`config.mk`:
```
export PLATFORM = sky130hd
export DESIGN_NAME = bts_axis
export DESIGN_NICKNAME = d
export VERILOG_FILES = /design/src/design/bts_pkg.sv /design/src/design/bts_axis.sv
export SDC_FILE = /design/constraint.sdc
export NUM_CORES = 1
export LEC_CHECK = 0
export ABC_AREA = 1
export BUFFER_PORTS_ARGS = -buffer_cell sky130_fd_sc_hd__buf_2
export CORE_MARGIN = 4
export CORE_UTILIZATION = 49
export DETAILED_ROUTE_END_ITERATION = 8
export PLACE_DENSITY = 0.69
export SYNTH_ARGS = -nofsm -noshare
export SYNTH_HDL_FRONTEND = slang
export SYNTH_SLANG_ARGS = --single-unit
```
`constraint.sdc`:
```
create_clock -name vclk -period 21.8
set_input_delay 6.54 -clock vclk [all_inputs]
set_output_delay 6.54 -clock vclk [all_outputs]
set_load 0.005 [all_outputs]
```
`src/design/bts_pkg.sv`:
```
// shared constants and types of the bilinear texture sampler
package bts_pkg;
    localparam int unsigned DEF_MAX_WIDTH  = 128;
    localparam int unsigned DEF_MAX_HEIGHT = 128;
    localparam int unsigned DEF_FRAC_BITS  = 16;
    localparam int unsigned CFG_IDX_W      = 1;
    localparam int unsigned CFG_DATA_W     = 8;
    localparam int unsigned TEXEL_W        = 24;
    localparam int unsigned INDEX_W        = 14;

    localparam logic [CFG_IDX_W-1:0] REG_TEX_WIDTH  = 1'b0;
    localparam logic [CFG_IDX_W-1:0] REG_TEX_HEIGHT = 1'b1;

    typedef enum logic {KIND_WRITE = 1'b0, KIND_SAMPLE = 1'b1} kind_t;

    typedef struct packed {
        logic [7:0] red;
        logic [7:0] green;
        logic [7:0] blue;
    } rgb_t;
endpackage

```
`src/design/bts_axis.sv`:
```
// one axis: wraps a coordinate, scales by size-1, gives neighbours and weight
module bts_axis #(
    parameter int unsigned FRAC_BITS = 16,
    parameter int unsigned POS_W     = 7
) (
    input  logic [31:0]           coord,
    input  logic [POS_W:0]        size,
    output logic [POS_W-1:0]      i0,
    output logic [POS_W-1:0]      i1,
    output logic [FRAC_BITS-1:0]  frac
);
    import bts_pkg::*;

    logic [FRAC_BITS-1:0]       f;
    logic [FRAC_BITS+POS_W:0]   p;
    logic [POS_W:0]             a;
    logic [POS_W:0]             a1;

    always_comb
    begin
        f    = coord[FRAC_BITS-1:0];
        p    = (FRAC_BITS+POS_W+1)'(f) * (FRAC_BITS+POS_W+1)'(size - 1'b1);
        a    = p[FRAC_BITS+POS_W:FRAC_BITS];
        if (a >= size)
        begin
            a = size - 1'b1;
        end
        a1   = a + 1'b1;
        if (a1 >= size)
        begin
            a1 = '0;
        end
        i0   = a[POS_W-1:0];
        i1   = a1[POS_W-1:0];
        frac = p[FRAC_BITS-1:0];
    end
endmodule

```
==> run_results.csv <==
group,metric,value,unit
sta,tightestPinTransition,0.3816,ns
synth,seq_area_frac_synth,0,
final_layout,area_growth,9.254,%
floorplan,rows,39,
routing,wl_per_cell,14.11,µm
routing,avgViaCountPerCell,5.054,
flow_run,maxCapViolCount,0,
synth,synth_most_common_cell,"nand2_1",
routing,drc,0,
sta,fmax,47.13,MHz
global_route,antenna_found_initial,0,
final_layout,fin_nets,1113,
synth,avgSynthCellArea,6.945,µm²
final_layout,antennaDiodeCount,0,
global_route,grt_max_degree,15,
synth,ys.warnings.count,0,
placed_design,hpwl,12.78,mm
floorplan,start_util,0.5050,
global_route,grt_pass1_wl,24.90,mm
global_route,grt_util_all_layers,0.2264,
final_layout,seqCellArea,0,µm²
routing,dr.pass1.iters,6,
critical_path,slowest_stage,"fa_1",
placed_design,gp_congestion,0.8615,
synth,yosysTopAreaCell,"fa_1",
synth,ys_top_cells_by_count,"nand2_1, inv_1, fa_1, nor2_1, ha_1",
critical_path,crit_buf_inv,11,
sta,holdWs,13.53,ns
global_route,globalRouteOverflowTotal,0,
floorplan,die_x,117.2,µm
critical_path,worstPathArrival,14.68,ns
sta,fin_crit_sh,0.9732,
clocking,hold_buffers,0,
sta,drv_slew,0,
critical_path,cp_slowest_stage_delay,0.55,ns
synth,netlist_top_cells_area,"fa_1, ha_1, nand2_1, inv_1, nor2_1",
synth,syn_inst,841,
critical_path,path_common_cell,"nand2_1",
sta,hold_viol,0,
floorplan,die_h,117.2,µm
synth,syn_area,5841,µm²
routing,drt_iter0_drc,280,
sta,period_needed,21.22,ns
placed_design,numPortBuffers,54,
sta,relSlewSlack,0.7447,
synth,syn_nets,1058,
critical_path,cp_max_fo,11,
critical_path,required,15.26,ns
worst_hold_path,hold_class,"in -> out",
routing,vias,5241,
run_status,outcome,"finished clean",
routing,drt_wl_total,14.64,mm
synth,synth_top_area_share,0.3393,
critical_path,crit_type,"in -> out",
critical_path,path_delay_family,"adder cells",
floorplan,core,11560,µm²
final_layout,nFlopsAndLatches,0,
critical_path,start_kind,"input port",
final_layout,fill_cells,1180,
critical_path,endpoint_kind,"output pin",
synth,synth_cell_types,33,
sta,setup_viol,0,
final_layout,stdcell_count,1037,
placed_design,dpl.cell_count,1036,
routing,ant_nets,0,
final_layout,nClkBuffers,0,
global_route,first_global_vias,5317,
floorplan,dieArea,13730,µm²
final_layout,drive_above_1_share,0.1365,
floorplan,pin_count,70,
## placed cells by master (no fill, tap or decap), types with 3 or more instances in the layout
cell type,instances
a21oi_1,21
and2_1,4
buf_2,54
buf_4,13
fa_1,99
ha_1,76
inv_1,186
inv_2,5
nand2_1,219
nand2_2,16
nand2_4,4
nand3_1,38
nand3_2,5
nand4_1,7
nor2_1,98
nor2_2,5
nor2_4,5
o21ai_0,3
or2_2,3
xnor2_1,4
xor2_1,8
## final timing paths
| path | depth (start not counted) | startpoint | slack, ns | to |
|---|---|---|---|---|
| hold / removal | 3 | size[0] | 13.53 | frac[0] |
| setup / recovery | 48 | size[1] | 0.58 | i1[3] |
## layer usage
layer	wire, µm	track usage	up-vias
li1	-	-	2611
met1	6578	0.3274	2458
met2	7003	0.3839	147
met3	796	0.01594	25
met4	256	0.02905	0
met5	0	0	-
## area by class of cell
cell class / count / area (µm²) / area share
multi-input cells: 633 / 5097 / 0.7988
inverters: 194 / 737.0 / 0.1155
repair buffers: 67 / 367.9 / 0.05765
well taps: 143 / 178.9 / 0.02804
## stage by stage
step	util	worst slack (ns)	setup TNS [ns]	cell area, µm²
4_1_cts	0.5458	0.1295	0	6312
5_1_grt	0.5518	-0.05047	-0.1847	6381
3_5_place_dp	0.5458	0.1714	0	6312
6_report	0.5518	0.5836	0	6381
2_1_floorplan	-	1.111	0	5841
3_3_place_gp	0.5458	0.1674	0	6312
## kinds of logic (layout without fill, tap and decap cells)
| logic type | count (synthesis) | in the layout | synth area share |
|---|---|---|---|
| AOI/OAI and AO/OA | 30 | 30 | 0.02721 |
| buffers and inverters | 208 | 261 | 0.1362 |
| and+or+nand+nor | 414 | 414 | 0.3121 |
| adders and majority gates | 177 | 177 | 0.5064 |
| xor gates and xnor gates | 12 | 12 | 0.01799 |
## timing repair
action	4_1_cts	5_1_grt
resized for setup	0	16
setup endpoints to repair	0	7
buffers inserted	0	1
Power is left out: the tool's default activity adds up to more than one toggle a clock period on the data nets, which glitch-free logic cannot reach.
